--- src/design/osa_ram.sv ---
// ----------------------------------------------------------------------------
// osa_ram
// Single-port RAM with registered read data.
// ----------------------------------------------------------------------------
module osa_ram #(
   parameter int WIDTH = 16,
   parameter int DEPTH = 64
) (
   input  logic                     clock,
   input  logic                     we,
   input  logic [$clog2(DEPTH)-1:0] addr,
   input  logic [WIDTH-1:0]         wdata,
   output logic [WIDTH-1:0]         rdata
);

   logic [WIDTH-1:0] mem [DEPTH];

   always_ff @(posedge clock) begin
      if (we) mem[addr] <= wdata;
      rdata <= mem[addr];
   end

endmodule

--- config.mk ---
export PLATFORM = sky130hd
export DESIGN_NAME = osa_ram
export DESIGN_NICKNAME = d
export VERILOG_FILES = /design/src/design/osa_ram.sv
export SDC_FILE = /design/constraint.sdc
export NUM_CORES = 1
export LEC_CHECK = 0
export ABC_AREA = 1
export BUFFER_PORTS_ARGS = -buffer_cell sky130_fd_sc_hd__buf_2
export CAP_MARGIN = 20
export CORE_ASPECT_RATIO = 1.5
export CORE_UTILIZATION = 25
export DETAILED_ROUTE_END_ITERATION = 10
export PLACE_DENSITY = 0.38
export SLEW_MARGIN = 15
export SYNTH_ARGS = -nofsm -noshare
export SYNTH_HDL_FRONTEND = slang
export SYNTH_SLANG_ARGS = --single-unit
--- constraint.sdc ---
create_clock -name clock -period 4 [get_ports clock]
set_clock_uncertainty 0.15 [all_clocks]
set_input_delay 0.4 -clock clock [delete_from_list [all_inputs] [get_ports clock]]
set_output_delay 0.4 -clock clock [all_outputs]
set_load 0.005 [all_outputs]
After elaboration in Yosys (flattened, before gate mapping)
Memories as Yosys holds them, arrays and structs flattened. A register that Yosys moved wholly into a read port is not among the register bits.
Index checks and enable logic that the tools add are counted.
Word-level totals
  register bits: 0
  RAM bits: 1024
  bits of input ports: 24
  output and inout port bits: 16
  logic and storage cells: 3
  memories: 1
Memory list
  mem: depth 64, width 16, rd ports 1, clocked after memory_dff 1, write ports 1, line 16  | logic [WIDTH-1:0] mem [DEPTH];
Operators by class
  muxes and demuxes: 2
Operator list (number)
  two-way mux 1 bit: 2

Depth between registers and ports, before layout
Gate-level depths: netlist (run 1).
  depth after elaboration: 2
  depth in mapped cells: 15
  gate-level depth less buffers: 11

Worst setup path after synthesis (run 1)
OpenSTA, ideal clock, no wires.
  kind: input-to-reg
  from: in addr[0]
  to: mem mem[41][0], enable pin
  library setup time: 0.430 ns
  data arrival time: 2.663 ns
  required time: 3.420 ns
  slack: 0.757 ns
  cell stages on the path: 6
  cell sequence: buf_2 inv_2 buf_6 buf_6 buf_2 nor4_1
RTL lines
  start: declaration: line 11  | input logic [$clog2(DEPTH)-1:0] addr,
  end: declaration: line 16
Straight into the memory's write port.

==> metrics, run 1 <==
Max Slew Vio Count=0; drt first pass iters=5; initial drt markers=roughly 1900; Startpoint Class=input pin; site row count=between 150 and 200; post-DP HPWL=90100 um; Final TNS setup=0 ps; post-CTS sizing=0; Req. time, crit path=between 4000 and 5000 ps; Worst-Skew Late Latency=740 ps; final wirelength=148000 um; syn_nets=4280; Crit Path Category=input pin to flop; run status=finished clean; DR DRC count=0; count of cell types in the netlist=22; fin crit period=between 2000 and 2500 ps; CTS tree=built; FF+latch area=between 30000 and 40000 um^2; top-count cell post-synth=nand2_1; Tot Pwr=between 20000 and 25000 uW; maximum clock path buffer count=3; peak supply drop=0.331 mV; maxcap violations=0; post-synth top area cell=edfxtp_1; RSZ-0062 raised after global routing=false; Via density=4.28; ys flop type=edfxtp_1; Core ar.=approximately 170000 um^2; ranking of synthesized cells by area=edfxtp_1 (71%), nand2_1 (24%), buf_2 (1.3%), nor2_1 (0.90%), dfxtp_1 (0.74%); Clk pwr share=0.409; Root Buffer=clkbuf_16; Yosys reg bits=around 1000; Tightest Pin Transition=1110 ps; Leak=around 0.020 uW; final hold violations=0; CP max FO=between 50 and 60; footprint of the multi-input gates=11400 um^2; gpl congestion=roughly 0.84; grt total ovfl=0; # port buffers=39; final setup vio count=0; post-synth top area share=0.706; setup bufs post-CTS=0; hold buffers post-CTS=2; die height=roughly 500 um; Combinational Power Share=0.068; Final Cycle Share=0.582; net load switching power=~5600 uW; Seq pwr share=0.523; Power Density=roughly 460 nW/um^2; largest net degree at the start of global routing=103; Tightest Hold Check Type=input pin to flop; routed vias=28600; initial antenna violation count=8; Mean Syn Cell Area=slightly above 10 um^2; Ports=40; die width=343 um; Tot GR Track Use=0.167; Starting Density=0.252; number of global-route vias before repair=~28000; Final ANT Viol Nets=0; switching part of the total=0.241; final layout net count=4362; Area Growth Syn to Fin=14.9%; Post-synth EDFFs=between 1000 and 1500; global-route wire length before repair=212000 um; Warnings, synthesis=0; async set-reset flop share out of synthesis=0; Critical Path Sink Type=flop; Clock Sinks=1040; TritonCTS buffer count=105; number of H-tree levels=3; hold slack=50.8 ps; Fmax achieved=429 MHz; Post-synth top cells=nand2_1 (2832), edfxtp_1 (1024), buf_2 (112), nor2_1 (105), clkbuf_1 (57); die area=176000 um^2; Synth Instances=4256; DR WL/cell=22.1 um; layout cell share with drive strength beyond 1=0.0754; sequential-to-total area share from yosys stat=0.713; Arr. time, crit path=around 2900 ps; internal power=17600 uW; Filler Cell Count=approximately 18000; clk slew on worst S/H paths=roughly 60 ps; synthesized cell area=43600 um^2; relative slew slack=0.263
[routing by layer]
metal | GRT usage | vias up | routed length (um)
met3 | 0.0228 | 147 | 5300
met4 | 0.0469 | 6 | 3650
li1 | - | 13900 | -
met2 | 0.301 | 466 | 76600
met1 | 0.207 | 14100 | 62100
met5 | 0 | - | 37
[cell families (layout without fill, tap and decap cells)]
logic type,count (synthesis),count (layout),share of synthesized area
other,0,4,0
DFF,1040,1040,0.713
buffers and inverters,236,396,0.0264
AOI/OAI and AO/OA,12,12,0.00167
and+or+nand+nor,2968,2968,0.259
[layout by cell type (no fill, tap or decap), types with 2 or more instances in the layout]
cell,n
nand2_1,2832
edfxtp_1,1024
buf_4,126
clkbuf_16,106
nor2_1,103
buf_2,35
clkbuf_1,30
clkinv_1,28
inv_1,18
buf_12,16
dfxtp_1,16
nand3_1,13
clkinv_2,8
nor3_4,7
inv_2,7
o21ai_1,6
o211ai_1,5
bufinv_16,5
diode_2,4
or2_2,3
or2_1,3
inv_4,3
clkinvlp_4,3
nor4_2,2
nand4_1,2
nor2_2,2
inv_8,2
inv_16,2
inv_6,2
dlygate4sd3_1,2
buf_8,2
[path summary, 6_finish.rpt]
kind,from,endpoint,slack [ps],cells past startpoint
max reg2reg,mem[53][14],rdata[14],2250,10
min,wdata[10],mem[58][10],50,1
max,addr[2],rdata[13],1670,9
min reg2reg,mem[23][14],rdata[14],560,6
[through the flow]
stage | cell area, um^2 | util | setup WS [ps] | std cells
global route | 50100 | 0.289 | 1650 | 6686
detailed placement | 46900 | 0.271 | 926 | 6497
floorplan | 43600 | - | 757 | 4256
CTS | 50100 | 0.289 | 1720 | 6684
global placement | 46900 | 0.271 | 899 | 6496
finish | 50100 | 0.289 | 1670 | 6688
[layout make-up]
type / instances / area share
repair buffers: 181 / 0.0298
clock buffers: 136 / 0.0552
clock inverters: 49 / 0.00782
diodes: 4 / 0.000200
well taps: 2268 / 0.0567
inverters: 30 / 0.00270
flip-flops and latches: 1040 / 0.621
multi-input cells: 2980 / 0.227
[flip-flops by register name, indices dropped and copies added (netlist names)]
| signal | count |
|---|---|
| mem | 1024 |
| rdata | 16 |
[worst max-delay path, stage by stage]
cell     delay, ps
buf_4          220
inv_4          400
buf_4          840
nand2_1        110
nand2_1        300
nand2_1        240
nand2_1        120
nor2_1          50
nand2_1         70
[power groups by stage]
stage / clock network, uW / logic (uW) / registers [uW]
floorplan: 0 / 788 / 12300
global placement: 0 / 1640 / 12300
detailed placement: 0 / 1640 / 12300
CTS: 9750 / 1640 / 12100
global route: 10100 / 1750 / 12100
finish: 9480 / 1580 / 12100
No activity file was read; power rests on OpenSTA's default activity.
==> run 2, diff against run 1 <==
--- a/config.mk
+++ b/config.mk
@@ -11,7 +11,7 @@
 export CORE_ASPECT_RATIO = 1.5
 export CORE_UTILIZATION = 25
 export DETAILED_ROUTE_END_ITERATION = 10
-export PLACE_DENSITY = 0.38
+export PLACE_DENSITY = 0.4
 export SLEW_MARGIN = 15
 export SYNTH_ARGS = -nofsm -noshare
 export SYNTH_HDL_FRONTEND = slang
==> constraint.sdc (replaced) <==
create_clock -name clock -period 1.95 [get_ports clock]
set_clock_uncertainty 0.15 [all_clocks]
set_input_delay 0.195 -clock clock [delete_from_list [all_inputs] [get_ports clock]]
set_output_delay 0.195 -clock clock [all_outputs]
set_load 0.005 [all_outputs]
==> metrics, run 2 (synthesis results as in run 1) <==
Max stage delay on crit path=380 ps (was 840 ps); Filler Cell Count=17900 (was 18100); Max Slew Vio Count=0 (unchanged); number of global-route vias before repair=29800 (was 28300); number of H-tree levels=3 (unchanged); die area=176000 um^2 (unchanged); Root Buffer=clkbuf_16 (unchanged); Crit Path Category=flop to flop (was input pin to flop); Final Cycle Share=0.930; Req. time, crit path=2380 ps (was 4530 ps); layout cell share with drive strength beyond 1=0.128 (was 0.0754); Tightest Pin Transition=631 ps (was 1110 ps); final layout net count=4566 (was 4362); most frequent cells in the layout=nand2_1 (2832), edfxtp_1 (1024), buf_4 (192), buf_12 (141), clkbuf_16 (105) (was nand2_1 (2832), edfxtp_1 (1024), buf_4 (126), clkbuf_16 (106), nor2_1 (103)); largest register by flop count=mem (unchanged); Critical Path Sink Type=flop (unchanged); HP Start=we (was wdata[10]); Starting Density=0.252 (unchanged); maxcap violations=0 (unchanged); maximum clock path buffer count=3 (unchanged); number of cells after detailed placement=6689 (was 6497); die height=513 um (unchanged); initial antenna violation count=4 (was 8); Core ar.=173000 um^2 (unchanged); DR DRC count=0 (unchanged); reg2reg end=rdata[15] (was rdata[14]); Fmax achieved=between 500 and 600 MHz; run status=finished clean (unchanged); Worst Hold Endpoint=mem[41][14] (was mem[58][10]); design area=53500 um^2 (was 50100 um^2); DR WL/cell=20.6 um (was 22.1 um); Clock Sinks=1040 (unchanged); Via density=4.23 (was 4.28); Tot GR Track Use=0.162 (was 0.167); grt total ovfl=0 (unchanged); largest net degree at the start of global routing=65 (was 103); final hold violations=0 (unchanged); Arr. time, crit path=2240 ps (was 2860 ps); CP max FO=1 (was 58); Leak=0.0219 uW (was 0.0204 uW); initial drt markers=1668 (was 1931); peak supply drop=0.596 mV (was 0.331 mV); site row count=187 (unchanged); R2R Setup Slk=140 ps (was 2250 ps); Tightest Hold Check Type=input pin to flop (unchanged); TritonCTS buffer count=103 (was 105); final setup vio count=0 (unchanged); routed vias=29200 (was 28600); CTS tree=built (unchanged); # port buffers=39 (unchanged); RR Startpoint=mem[36][15] (was mem[53][14]); most common cell after layout, fill and taps aside=nand2_1 (unchanged); crit-path most repeated cell=nand2_1 (unchanged); Area Growth Syn to Fin=22.7% (was 14.9%); fin cells=6896 (was 6688); r2r worst-path depth=11 (was 10); global-route wire length before repair=208000 um (was 212000 um); clk slew on worst S/H paths=60 ps (about the same); fin crit period=1810 ps; die width=343 um (unchanged); relative slew slack=0.579 (was 0.263); post-DP HPWL=91100 um (was 90100 um); Power Density=904 nW/um^2 (was 463 nW/um^2); biggest regs=mem: 1024 flops, rdata: 16 flops (unchanged); Startpoint Class=flop (was input pin); final wirelength=142000 um (was 148000 um); Tot Pwr=48300 uW (was 23200 uW); drt first pass iters=5 (unchanged); dpl cell area=50000 um^2 (was 46900 um^2); slowest CP cell=edfxtp_1 (was buf_4); Final ANT Viol Nets=0 (unchanged); gpl congestion=0.825 (was 0.839); Layout Utilization=0.309 (was 0.289); Largest register FFs=1024 (unchanged); Ports=40 (unchanged); pre-CTS WS=-437 ps (was 926 ps); RSZ-0062 raised after global routing=false (unchanged); Hold Path Cell Cnt=4 (was 1); critical-path cell list=nand2_1 -> nand2_1 -> nand2_1 -> nand2_1 -> nand2_1 -> nand2_1 -> nand2_1 -> nand2_1 -> buf_12 -> nor2_2 -> nand2_1 (was buf_4 -> inv_4 -> buf_4 -> nand2_1 -> nand2_1 -> nand2_1 -> nand2_1 -> nor2_1 -> nand2_1); Worst-Skew Late Latency=720 ps (was 740 ps); Worst Slack Setup Final=137 ps (was 1670 ps)
==> run 2: what timing repair did <==
action                                 in CTS  in global routing
setup buffers                               0                  0
endpoints found under the hold margin     964                  0
resized for setup                           1                  2
hold buffers                               16                  0
setup endpoints to repair                   1                  2
gates cloned                                0                  0
==> run 2: worst max path at each step <==
stage          slack [ps]   endpoint  depth (start not counted)         from
4_1_cts                30   rdata[4]                         10   mem[39][4]
2_1_floorplan        -350  mem[5][0]                          5      addr[1]
6_report              140  rdata[15]                         11  mem[36][15]
3_5_place_dp         -440   rdata[4]                         14      addr[0]
5_1_grt                30  rdata[15]                         11  mem[37][15]
3_3_place_gp         -450   rdata[4]                         14      addr[0]
==> run 2: layer usage <==
metal  vias up  part of all wire  GRT usage
li1      14300                 -          -
met1     14300              0.42      0.197
met2       394              0.52      0.297
met3       147             0.024     0.0153
met4         2             0.029     0.0526
met5         -          0.000077          0
==> run 2: area by class of cell <==
| class | count | area, um^2 | area share |
|---|---|---|---|
| Inverter | 30 | 135 | 0.00253 |
| Clock inverter | 55 | 475 | 0.00889 |
| Timing Repair Buffer | 387 | 4630 | 0.0867 |
| Tap cell | 2268 | 2840 | 0.0531 |
| Antenna cell | 1 | 2.50 | 0.0000468 |
| Sequential cell | 1040 | 31100 | 0.581 |
| Multi-Input combinational cell | 2980 | 11500 | 0.215 |
| Clock buffer | 135 | 2810 | 0.0526 |
==> run 2: stage by stage <==
step / setup TNS, ps / hold slack, ps
floorplan: -242310 / 144
global placement: -176230 / 431
detailed placement: -172250 / 435
CTS: 0 / 53.4
global route: 0 / 96.2
finish: 0 / 121
==> run 2: report_power, final <==
part / switching (uW) / internal (uW)
logic: 2550 / 1180
registers: 101 / 24700
clock network: 8800 / 11000
total: 11500 / 36900
==> run 2: worst max-delay path, delay by kind of cell (launching register included) <==
kind	cells	cell delay, ps
buffers and inverters	1	150
AND/OR/NAND/NOR	10	990
flip-flops	1	380
