### src/design/osa_div.sv
// ----------------------------------------------------------------------------
// osa_div
// Restoring divider, one quotient bit per cycle.
// ----------------------------------------------------------------------------
module osa_div #(
   parameter int NUM_W = 48,
   parameter int DEN_W = 32
) (
   input  logic             clock,
   input  logic             reset,
   input  logic             start,
   input  logic [NUM_W-1:0] num,
   input  logic [DEN_W-1:0] den,
   output logic             done,
   output logic [NUM_W-1:0] quot
);

   localparam int CNT_W = $clog2(NUM_W + 1);

   logic             run_ff, run_in;
   logic             done_ff, done_in;
   logic [CNT_W-1:0] cnt_ff, cnt_in;
   logic [DEN_W:0]   rem_ff, rem_in;
   logic [NUM_W-1:0] num_ff, num_in;
   logic [DEN_W-1:0] den_ff, den_in;
   logic [DEN_W:0]   shifted;

   always_comb begin
      run_in  = run_ff;
      done_in = 1'b0;
      cnt_in  = cnt_ff;
      rem_in  = rem_ff;
      num_in  = num_ff;
      den_in  = den_ff;
      shifted = {rem_ff[DEN_W-1:0], num_ff[NUM_W-1]};
      if (start) begin
         run_in = 1'b1;
         cnt_in = '0;
         rem_in = '0;
         num_in = num;
         den_in = den;
      end else if (run_ff) begin
         // The quotient bits shift into the numerator register from the bottom.
         if (shifted >= {1'b0, den_ff}) begin
            rem_in = shifted - {1'b0, den_ff};
            num_in = {num_ff[NUM_W-2:0], 1'b1};
         end else begin
            rem_in = shifted;
            num_in = {num_ff[NUM_W-2:0], 1'b0};
         end
         cnt_in = cnt_ff + 1'b1;
         if (cnt_ff == CNT_W'(NUM_W - 1)) begin
            run_in  = 1'b0;
            done_in = 1'b1;
         end
      end
   end

   always_ff @(posedge clock) begin
      if (reset) begin
         run_ff  <= 1'b0;
         done_ff <= 1'b0;
         cnt_ff  <= '0;
      end else begin
         run_ff  <= run_in;
         done_ff <= done_in;
         cnt_ff  <= cnt_in;
      end
      rem_ff <= rem_in;
      num_ff <= num_in;
      den_ff <= den_in;
   end

   assign done = done_ff;
   assign quot = num_ff;

endmodule

### config.mk
export PLATFORM = sky130hd
export DESIGN_NAME = osa_div
export DESIGN_NICKNAME = d
export VERILOG_FILES = /design/src/design/osa_div.sv
export SDC_FILE = /design/constraint.sdc
export NUM_CORES = 1
export LEC_CHECK = 0
export BUFFER_PORTS_ARGS = -buffer_cell sky130_fd_sc_hd__buf_2
export CAP_MARGIN = 0
export CORE_ASPECT_RATIO = 0.9
export CORE_MARGIN = 8
export CORE_UTILIZATION = 59
export CTS_CLUSTER_DIAMETER = 150
export DETAILED_ROUTE_END_ITERATION = 16
export PLACE_DENSITY_LB_ADDON = 0.3
export SYNTH_ARGS = -nofsm -noshare
export SYNTH_HDL_FRONTEND = slang
export SYNTH_SLANG_ARGS = --single-unit
### constraint.sdc
create_clock -name clock -period 8.7 [get_ports clock]
set_clock_uncertainty 0.05 [all_clocks]
set_input_delay 0.87 -clock clock [delete_from_list [all_inputs] [get_ports clock]]
set_output_delay 0.87 -clock clock [all_outputs]
set_load 0.01 [all_outputs]
Yosys cells after proc, flatten, opt, wreduce, memory -nomap -nowiden
Cells that the tools add are included.
W data, S select, Z words.
{"block": "word_totals", "regBits": 120, "in_bits": 83, "output_inout_bits": 49, "elab_cells": 22}
{"block": "op_classes", "n_addsub": 2, "n_lt_le_gt_ge": 1, "eq_ne": 1, "mux": 8, "n_bitwise": 1, "n_reduce_logical": 3}
{"operator": "$mux W48", "n": 2}
{"operator": "$ge A33 B32 Y1", "n": 1}
{"operator": "$mux W32", "n": 1}
{"operator": "$sub A32 B32 Y32", "n": 1}
{"operator": "$add A6 B1 Y6 const B", "n": 1}
{"operator": "$eq A6 B6 Y1 const B", "n": 1}
{"operator": "$mux W1", "n": 5}
{"operator": "$reduce_or A3 Y1", "n": 1}
{"operator": "$reduce_bool A2 Y1", "n": 1}
{"operator": "$reduce_or A2 Y1", "n": 1}
{"operator": "$not A1 Y1", "n": 1}

Logic depth before layout (Yosys ltp)
Gate-level depths: netlist of run 1.
{"block": "logic_depth", "word_depth": 4, "mapped_depth": 13, "ltp_nobuf": 12}

Worst setup path after synthesis of run 1
OpenSTA, ideal clock, no wires.
{"block": "synth_timing", "path_type": "reg2reg", "start": "reg den_ff[6]", "end": "reg rem_ff[25]", "setup_ps": 128, "t_arrival_ps": 2588, "t_required_ps": 8522, "slack_ps": 5934, "stages_incl_launch_ff": 14, "n_path_buf": 2, "period_less_slack_ps": 2766, "cell_sequence": "edfxtp_1 > inv_1 > ha_1 > clkbuf_1 > a21oi_1 > o21ai_1 > o2bb2ai_1 > or3b_4 > o211ai_4 > a31oi_4 > buf_6 > mux2_1 > mux2i_1 > nor2_1"}
{"block": "synth_via", "elab_chain_cells": 2, "word_cells_on_any_way": 3, "cone_classes": "add/sub: 1; order compare: 1; mux: 1"}
{"item": "start, declared", "line": "25", "rtl": "logic [DEN_W-1:0] den_ff, den_in;"}
{"item": "start signal, assigned", "line": "71", "rtl": "den_ff <= den_in;"}
{"item": "$sub A32 B32 Y32 or $ge A33 B32 Y1 (tied branches)", "line": "45, 44"}
{"item": "$mux W32 (*)", "line": "44", "rtl": "if (shifted >= {1'b0, den_ff}) begin"}
{"item": "end signal, assigned", "line": "69", "rtl": "rem_ff <= rem_in;"}
{"item": "end, declared", "line": "23", "rtl": "logic [DEN_W:0] rem_ff, rem_in;"}
Mark *: on every way between the ends. The rest lies on a longest branch, timed or not.
A chain may end at the register's enable or synchronous reset.

Worst setup path after layout of run 1
{"block": "layout_timing", "start": "reg den_ff[1]", "end": "reg rem_ff[27]"}
The elaborated chain is that of the path after synthesis.

==> results of run 1 <==
==> state kept, by name (all words and copies together), names as in the netlist <==
| signal | count |
|---|---|
| den_ff | 32 |
| done | 1 |
| cnt_ff | 6 |
| quot | 48 |
| rem_ff | 32 |
| run_ff | 1 |
==> stage by stage <==
stage	power, mW	hold slack, ns	cell area, µm²
floorplan	0.979	0.404	6670
global placement	1.06	0.414	7380
detailed placement	1.07	0.428	7380
CTS	1.78	0.437	7980
global route	1.84	0.478	7980
finish	1.77	0.442	7980
==> critical path: stages, from the launching register on <==
cell	delay, ns
edfxtp_1	0.37
inv_1	0.05
ha_1	0.28
nor2b_1	0.28
o21bai_4	0.10
a2111oi_2	0.40
or3b_4	0.24
o211ai_4	0.09
a31oi_4	0.50
buf_4	0.48
or4b_1	0.48
a41oi_1	0.20
==> metal layers <==
layer,GRT usage (%),vias to the layer above
met4,5.62,0
met5,0,-
li1,-,2481
met3,6.39,12
met2,35.1,147
met1,24.5,2416
==> synthesized netlist by cell type (all sizes together), types with 7 or more instances <==
cell	n
xnor2	17
mux2	51
o211ai	7
nor2	53
a211oi	25
o21ai	14
ha	33
a21o	7
o21bai	8
o21a	9
clkbuf	24
edfxtp	80
dfxtp	40
xor2	14
nand4	13
nand2	37
a21oi	41
mux2i	29
inv	41
buf	8
==> layout make-up <==
class,instances,area (µm²),area share [%]
Clock inverter,15,166,2.09
Inverter,41,154,1.93
Timing Repair Buffer,134,681,8.53
Multi-Input combinational cell,419,3150,39.5
Clock buffer,17,425,5.33
Tap cell,156,195,2.45
Sequential cell,120,3200,40.2
==> power by group through the flow <==
stage / Sequential [mW] / Clock, mW / Combinational (mW)
5_1_grt: 0.703 / 0.730 / 0.409
4_1_cts: 0.696 / 0.712 / 0.370
2_1_floorplan: 0.713 / 0 / 0.266
3_3_place_gp: 0.704 / 0 / 0.358
6_report: 0.696 / 0.702 / 0.371
3_5_place_dp: 0.706 / 0 / 0.367
==> placed cells by master (no fill, tap or decap), drive strengths merged, types with 5 or more instances in the layout <==
master | synthesis | layout
a211oi | 25 | 25
a21o | 7 | 7
a21oi | 41 | 41
a31oi | 6 | 6
buf | 8 | 134
clkbuf | 24 | 17
clkinv | 0 | 5
dfxtp | 40 | 40
edfxtp | 80 | 80
ha | 33 | 33
inv | 41 | 47
mux2 | 51 | 51
mux2i | 29 | 29
nand2 | 37 | 37
nand2b | 5 | 5
nand3 | 6 | 6
nand4 | 13 | 13
nor2 | 53 | 53
nor2b | 5 | 5
nor3 | 5 | 5
o211ai | 7 | 7
o21a | 9 | 9
o21ai | 14 | 14
o21bai | 8 | 8
xnor2 | 17 | 17
xor2 | 14 | 14
==> final timing paths <==
check        cells after the start      start  slack (ns)          to
max                             11  den_ff[1]        5.09  rem_ff[27]
min                              2  rem_ff[1]        0.44   rem_ff[1]
max reg2reg                     11  den_ff[1]        5.09  rem_ff[27]
min reg2reg                      2  rem_ff[1]        0.44   rem_ff[1]
==> cells by family after synthesis <==
| kind of cell | after synthesis |
|---|---|
| DFF | 120 |
| and+or+nand+nor | 138 |
| AOI/OAI and AO/OA | 136 |
| buffers and inverters | 73 |
| adders and majority gates | 34 |
| xor gates and xnor gates | 31 |
| muxes | 80 |
==> flow_summary.toml, run 1 <==
[status]
outcome = "completed"

[synth]
synth_top_area_share_pct = 36.0
syn-cell-area_um2 = 6670
synth_compound_area_share_pct = 14.2
syn_avg_cell_area_um2 = 10.9
syn_nets = 729
yosysWarnings = 0
synth-xor-area-share_pct = 4.07
synthCells = 612
synth_top_area_cell = "edfxtp_1"
synth-async-reset-ratio_pct = 0
netlist-cell-type-count = 54
synthTopCellsByArea = "edfxtp_1 (36%), dfxtp_1 (12%), mux2_2 (8.3%)"
synth-seq-cells = 120
synth_fa_ha_area_share_pct = 6.49
ys_seq_area_share_pct = 48.0
synth_top_family_by_area = "compound AO/OA/AOI/OAI gates"
synth_edf_count = 80
synthMuxAreaShare_pct = 13.0
yosys.area_share.simple_pct = 9.51
synth_ff_type = "edfxtp_1"

[sta]
max_freq_mhz = 277
fin_setup_tns_ns = 0
slew_headroom_pct = 25.5
setup_viol = 0
worstMarginPinSlew_ns = 1.12
period_share_pct = 41.5
finalMaxSlewViolations = 0
rsz0062_at_grt = "no"
worst_slack_ns = 5.09
min_period_ns = 3.61
finalHoldViolations = 0

[route]
first_pass_iters = 5
antenna_left = 0
wl_met3_um = 861
highest_layer = "met4"
dr_total_vias = 5056
drc = 0
wl_met1_um = 6580
vias_per_cell = 5.61
drt_iter0_drc = 344
met2_length_um = 7420
wl_per_cell_um = 16.6
totalWireLength_um = 15000

[worst_setup_path]
critPathRequiredTime_ns = 8.98
path_class = "flip-flop to flip-flop"
critPathArrivalTime_ns = 3.90
worstPathMaxFanout = 30
start_kind = "flip-flop"
end_kind = "flip-flop"

[placed_design]
io_buffer_count = 131
dp.cells = 870
dpl_worst_slack_ns = 5.09
dpl.hpwl_um = 10700
finalWeightedCongestion = 0.883

[floorplanning]
io_pins = 132
row_count = 37
die_area_um2 = 15000
start_util_pct = 59.3
core_um2 = 11200
die_w_um = 128
fp.dieH_um = 117

[power]
internal_power_mw = 1.26
irDropWorstVdd_uv = 178
p_leak_nw = 3.35
clockPowerShare_pct = 39.7
p_sw_mw = 0.510
power_density_nw_per_um2 = 222
pwr-share-seq_pct = 39.3
sw_frac_of_total_pct = 28.8
pwr-share-comb_pct = 21.0

[cells_and_area]
antenna_cells = 0
area_growth_pct = 19.6
final_util_pct = 70.9
final_nets = 850
fin_cells = 902
drive_gt1_share_pct = 30.0
fillCellCount = 833

[grt]
first_global_vias = 5079
antenna_found_initial = 0
grt_util_all_layers_pct = 20.5
grt_first_pass_wirelength_um = 24300
grt_max_degree = 79
globalRouteOverflowTotal = 0

[run]
max-cap-violations = 0

[cts]
cts_sinks = 120
clk_latency_ns = 0.41
cts_tree = "done"
cts_root_buf = "clkbuf_16"
clkSlewWorstSetupHoldPaths_ns = 0.06
cts_buffers = 17
cts_setup_buffers = 0
clockBufferDepth = 2
postCtsHoldBufs = 0
htreeDepth = 4
ctsResizeCount = 0

[hold_path]
hold_class = "flip-flop to flip-flop"
Note: power is estimated with default switching activity, not from simulation.
==> run 2, diff against run 1 <==
Settings changed: CORE_UTILIZATION 59 to 50.
Clock period 8.7 ns to 3.2 ns, I/O delays scaled along.
==> flow_summary.toml, run 2 (synthesis results as in run 1) <==
[route]
antenna_left = 0
wl_per_cell_um = 16.8
drc = 0
vias_per_cell = 5.44
totalWireLength_um = 15900
first_pass_iters = 5
dr_total_vias = 5144
drt_iter0_drc = 305

[grt]
antenna_found_initial = 0
first_global_vias = 5379
use_met3_pct = 10.6
gr-max-usage-layer = "met2"
grt_first_pass_wirelength_um = 25900
grt_util_all_layers_pct = 19.0
grtUsageMet1_pct = 21.7
grt.met2_usage_pct = 29.2
globalRouteOverflowTotal = 0
grt_max_degree = 49

[placed_design]
dp.cells = 889
io_buffer_count = 131
finalWeightedCongestion = 0.912
dpl_worst_slack_ns = 0.0702
place_area_um2 = 7460
dpl.hpwl_um = 11700

[cells_and_area]
drive_gt1_share_pct = 30.1
antenna_cells = 0
final_common_cell = "buf_2"
area_growth_pct = 24.9
largest_reg_flops = 48
final_util_pct = 63.1
fillCellCount = 1087
layout_common_cells = "buf_2 (130), edfxtp_1 (80), nor2_1 (53)"
final_nets = 881
fin_cells = 945
design_area_um2 = 8330

[sta]
slew_headroom_pct = 59.9
finalHoldViolations = 0
period_share_pct = 95.4
max_freq_mhz = 328
holdWs_ns = 0.0247
min_period_ns = 3.05
finalMaxSlewViolations = 0
setup_viol = 0
worstMarginPinSlew_ns = 0.601
worst_slack_ns = 0.148
fin_setup_tns_ns = 0

[cts]
clk_latency_ns = 0.43
clockBufferDepth = 2
cts_sinks = 120
htreeDepth = 4
cts_tree = "done"
clkSlewWorstSetupHoldPaths_ns = 0.06
cts_root_buf = "clkbuf_16"
cts_buffers = 17

[worst_setup_path]
path_class = "flip-flop to flip-flop"
rr_startpoint = "den_ff[1]"
worstPathMaxFanout = 6
cpPeakStageDelay_ns = 0.44
critPathArrivalTime_ns = 3.35
start_kind = "flip-flop"
critPathRequiredTime_ns = 3.50
r2r_cells = 11
crit_chain = "inv_1 > ha_1 > nor2b_1 > o21bai_4 > a2111oi_2 > or3b_4 > o211ai_4 > a31oi_4 > buf_12 > or4b_1 > a41oi_1"
slowest_stage = "a2111oi_2"
r2r_slack_ns = 0.15
end_kind = "flip-flop"
reg2reg_to = "rem_ff[27]"

[status]
outcome = "completed"

[floorplanning]
fp.dieH_um = 126
row_count = 40
start_util_pct = 50.5
io_pins = 132
die_w_um = 138
core_um2 = 13200
die_area_um2 = 17300

[power]
irDropWorstVdd_uv = 410
power_density_nw_per_um2 = 595
finalPower_mw = 4.96
p_leak_nw = 3.51

[hold_path]
min_from = "den[29]"
min_to = "den_ff[29]"
min_path_cells = 1
hold_class = "input port to flip-flop"

[run]
max-cap-violations = 0
[run 2: cell types whose count changed in the layout (fill, tap and decap cells not counted), sizes merged]
| cell | change |
|---|---|
| buf | +9 |
| bufinv | +1 |
| clkinvlp | -1 |
| dlygate4sd3 | +22 |
[run 2: routing by layer]
metal | part of all wire (%) | vias up
met1 | 43 | 2410
met2 | 46 | 167
met4 | 1.4 | 0
met5 | 0 | -
met3 | 9.2 | 19
li1 | - | 2548
[run 2: what timing repair did]
item	in CTS	in global routing
endpoints found under the setup margin	0	26
hold buffers	17	5
resized for setup	0	2
endpoints found under the hold margin	17	5
buffers inserted	0	2
[run 2: layout make-up]
cell class	instances	area, µm²	area share, %
multi-input combinational	419	3150	37.8
clock inverter	15	190	2.28
clock buffer	17	425	5.10
tap	168	210	2.52
sequential	120	3200	38.4
inverter	41	154	1.85
timing repair buffer	165	997	12.0
[run 2: critical path: cells and delay by family (launching register included)]
family | cells | cell delay, ns
fa+ha+maj | 1 | 0.29
buf+inv | 2 | 0.21
flops | 1 | 0.38
compound gates | 5 | 1.09
simple gates | 3 | 0.94
[run 2: worst max-delay path by stage]
| stage | from | to | slack [ns] |
|---|---|---|---|
| 2_1_floorplan | den_ff[6] | rem_ff[25] | 0.43 |
| 5_1_grt | den_ff[1] | rem_ff[0] | -0.01 |
| 4_1_cts | den_ff[1] | rem_ff[0] | 0.04 |
| 3_5_place_dp | den_ff[1] | rem_ff[0] | 0.07 |
| 3_3_place_gp | den_ff[1] | rem_ff[0] | 0.22 |
| 6_report | den_ff[1] | rem_ff[27] | 0.15 |
[run 2: power breakdown]
part | internal, mW | switching [mW]
Combinational | 0.485 | 0.575
Sequential | 1.82 | 0.0839
Clock | 1.24 | 0.755
==> run 3, diff against run 2 <==
Settings changed: HOLD_SLACK_MARGIN set to 0.1.
==> flow_summary.toml, run 3 (synthesis results as in run 1) <==
[cts]
cts_sinks = 120
cts_tree = "done"
clockBufferDepth = 2
clk_latency_ns = 0.43
cts_buffers = 17
cts_root_buf = "clkbuf_16"
htreeDepth = 4
clkSlewWorstSetupHoldPaths_ns = 0.06

[power]
p_sw_mw = 1.41
internal_power_mw = 3.55
pwr-share-seq_pct = 38.3
sw_frac_of_total_pct = 28.5
pwr-share-comb_pct = 21.6
clockPowerShare_pct = 40.2
irDropWorstVdd_uv = 410
power_density_nw_per_um2 = 588
p_leak_nw = 3.56

[run]
max-cap-violations = 0

[worst_setup_path]
startpoint = "den_ff[1]"
critPathArrivalTime_ns = 3.36
worstPathMaxFanout = 6
r2r_slack_ns = 0.14
critPathRequiredTime_ns = 3.50
path_class = "flip-flop to flip-flop"
r2r_cells = 11
end_kind = "flip-flop"
rr_startpoint = "den_ff[1]"
start_kind = "flip-flop"
reg2reg_to = "rem_ff[27]"
endpoint = "rem_ff[27]"

[placed_design]
finalWeightedCongestion = 0.912
dpl.hpwl_um = 11700
io_buffer_count = 131

[cells_and_area]
drive_gt1_share_pct = 29.7
regArea_um2 = 3200
final_common_cell = "buf_2"
final_nets = 892
multi_input_area_um2 = 3150
area_growth_pct = 26.6
largest_reg_flops = 48
fillCellCount = 1079
layout_common_cells = "buf_2 (130), edfxtp_1 (80), nor2_1 (53)"
antenna_cells = 0

[sta]
fin_setup_tns_ns = 0
finalHoldViolations = 0
holdWs_ns = 0.141
finalMaxSlewViolations = 0
min_period_ns = 3.06
setup_viol = 0
worstMarginPinSlew_ns = 0.606
slew_headroom_pct = 59.6
max_freq_mhz = 326
period_share_pct = 95.7

[grt]
grt_first_pass_wirelength_um = 26100
antenna_found_initial = 0
first_global_vias = 5453
grt_max_degree = 49
grt_util_all_layers_pct = 19.1
globalRouteOverflowTotal = 0

[route]
antenna_left = 0
wl_per_cell_um = 16.6
vias_per_cell = 5.44
drt_iter0_drc = 312
dr_total_vias = 5198
first_pass_iters = 5
drc = 0
totalWireLength_um = 15900

[floorplanning]
fp.dieH_um = 126
die_w_um = 138
die_area_um2 = 17300
io_pins = 132
row_count = 40
core_um2 = 13200
start_util_pct = 50.5

[hold_path]
hold_class = "input port to flip-flop"

[status]
outcome = "completed"
==> run 3: changes by cell type in the layout (fill, tap and decap cells not counted), sizes merged <==
cell and delta:
dlygate4sd3 +11
==> run 3: metal layers <==
layer / wire length, µm / global-route usage, % / vias up
met5: 0 / 0 / -
met2: 7410 / 29.4 / 175
met1: 6770 / 22.0 / 2436
met3: 1470 / 10.2 / 19
met4: 211 / 6.70 / 0
li1: - / - / 2568
==> run 3: metrics by stage <==
stage / instance area (µm²) / std cells / power (mW) / utilization, % / worst slack (ns)
after global placement: 7460 / 889 / 2.92 / 56.5 / 0.218
after CTS: 8410 / 954 / 4.99 / 63.6 / 0.0370
after floorplan: 6670 / 612 / 2.66 / - / 0.434
after global routing: 8440 / 956 / 5.20 / 63.9 / -0.0101
final: 8440 / 956 / 4.97 / 63.9 / 0.136
after detailed placement: 7460 / 889 / 2.94 / 56.5 / 0.0702
==> run 3: area by class of cell <==
class | count | share of cell area [%]
Timing Repair Buffer | 176 | 13.1
Tap cell | 168 | 2.49
Multi-Input combinational cell | 419 | 37.3
Sequential cell | 120 | 37.9
Inverter | 41 | 1.82
Clock buffer | 17 | 5.04
Clock inverter | 15 | 2.25
==> run 3: power groups by stage <==
stage / sequential (mW) / combinational [mW] / clock, mW
finish: 1.90 / 1.07 / 1.99
detailed placement: 1.93 / 1.02 / 0
floorplan: 1.94 / 0.723 / 0
global placement: 1.92 / 0.997 / 0
global route: 1.92 / 1.18 / 2.11
CTS: 1.90 / 1.06 / 2.03
==> run 3: timing repair <==
action / 4_1_cts / 5_1_grt
gates resized for setup: 0 / 2
hold endpoints to repair: 33 / 0
hold buffers: 33 / 0
endpoints found under the setup margin: 0 / 26
setup buffers: 0 / 2
==> run 3: worst min-delay path by stage <==
stage,start,end,slack [ns],cells past startpoint
after floorplan,reset,run_ff,0.34,1
after detailed placement,cnt_ff[5],cnt_ff[5],0.44,2
after CTS,num[3],quot[3],0.12,2
final,num[18],quot[18],0.14,2
after global placement,cnt_ff[5],cnt_ff[5],0.42,2
after global routing,num[3],quot[3],0.12,2
==> run 3: critical path: stages (launching register included) <==
cell       delay, ns
edfxtp_1        0.38
inv_1           0.06
ha_1            0.29
nor2b_1         0.27
o21bai_4        0.09
a2111oi_2       0.44
or3b_4          0.25
o211ai_4        0.09
a31oi_4         0.27
buf_12          0.15
or4b_1          0.42
a41oi_1         0.21
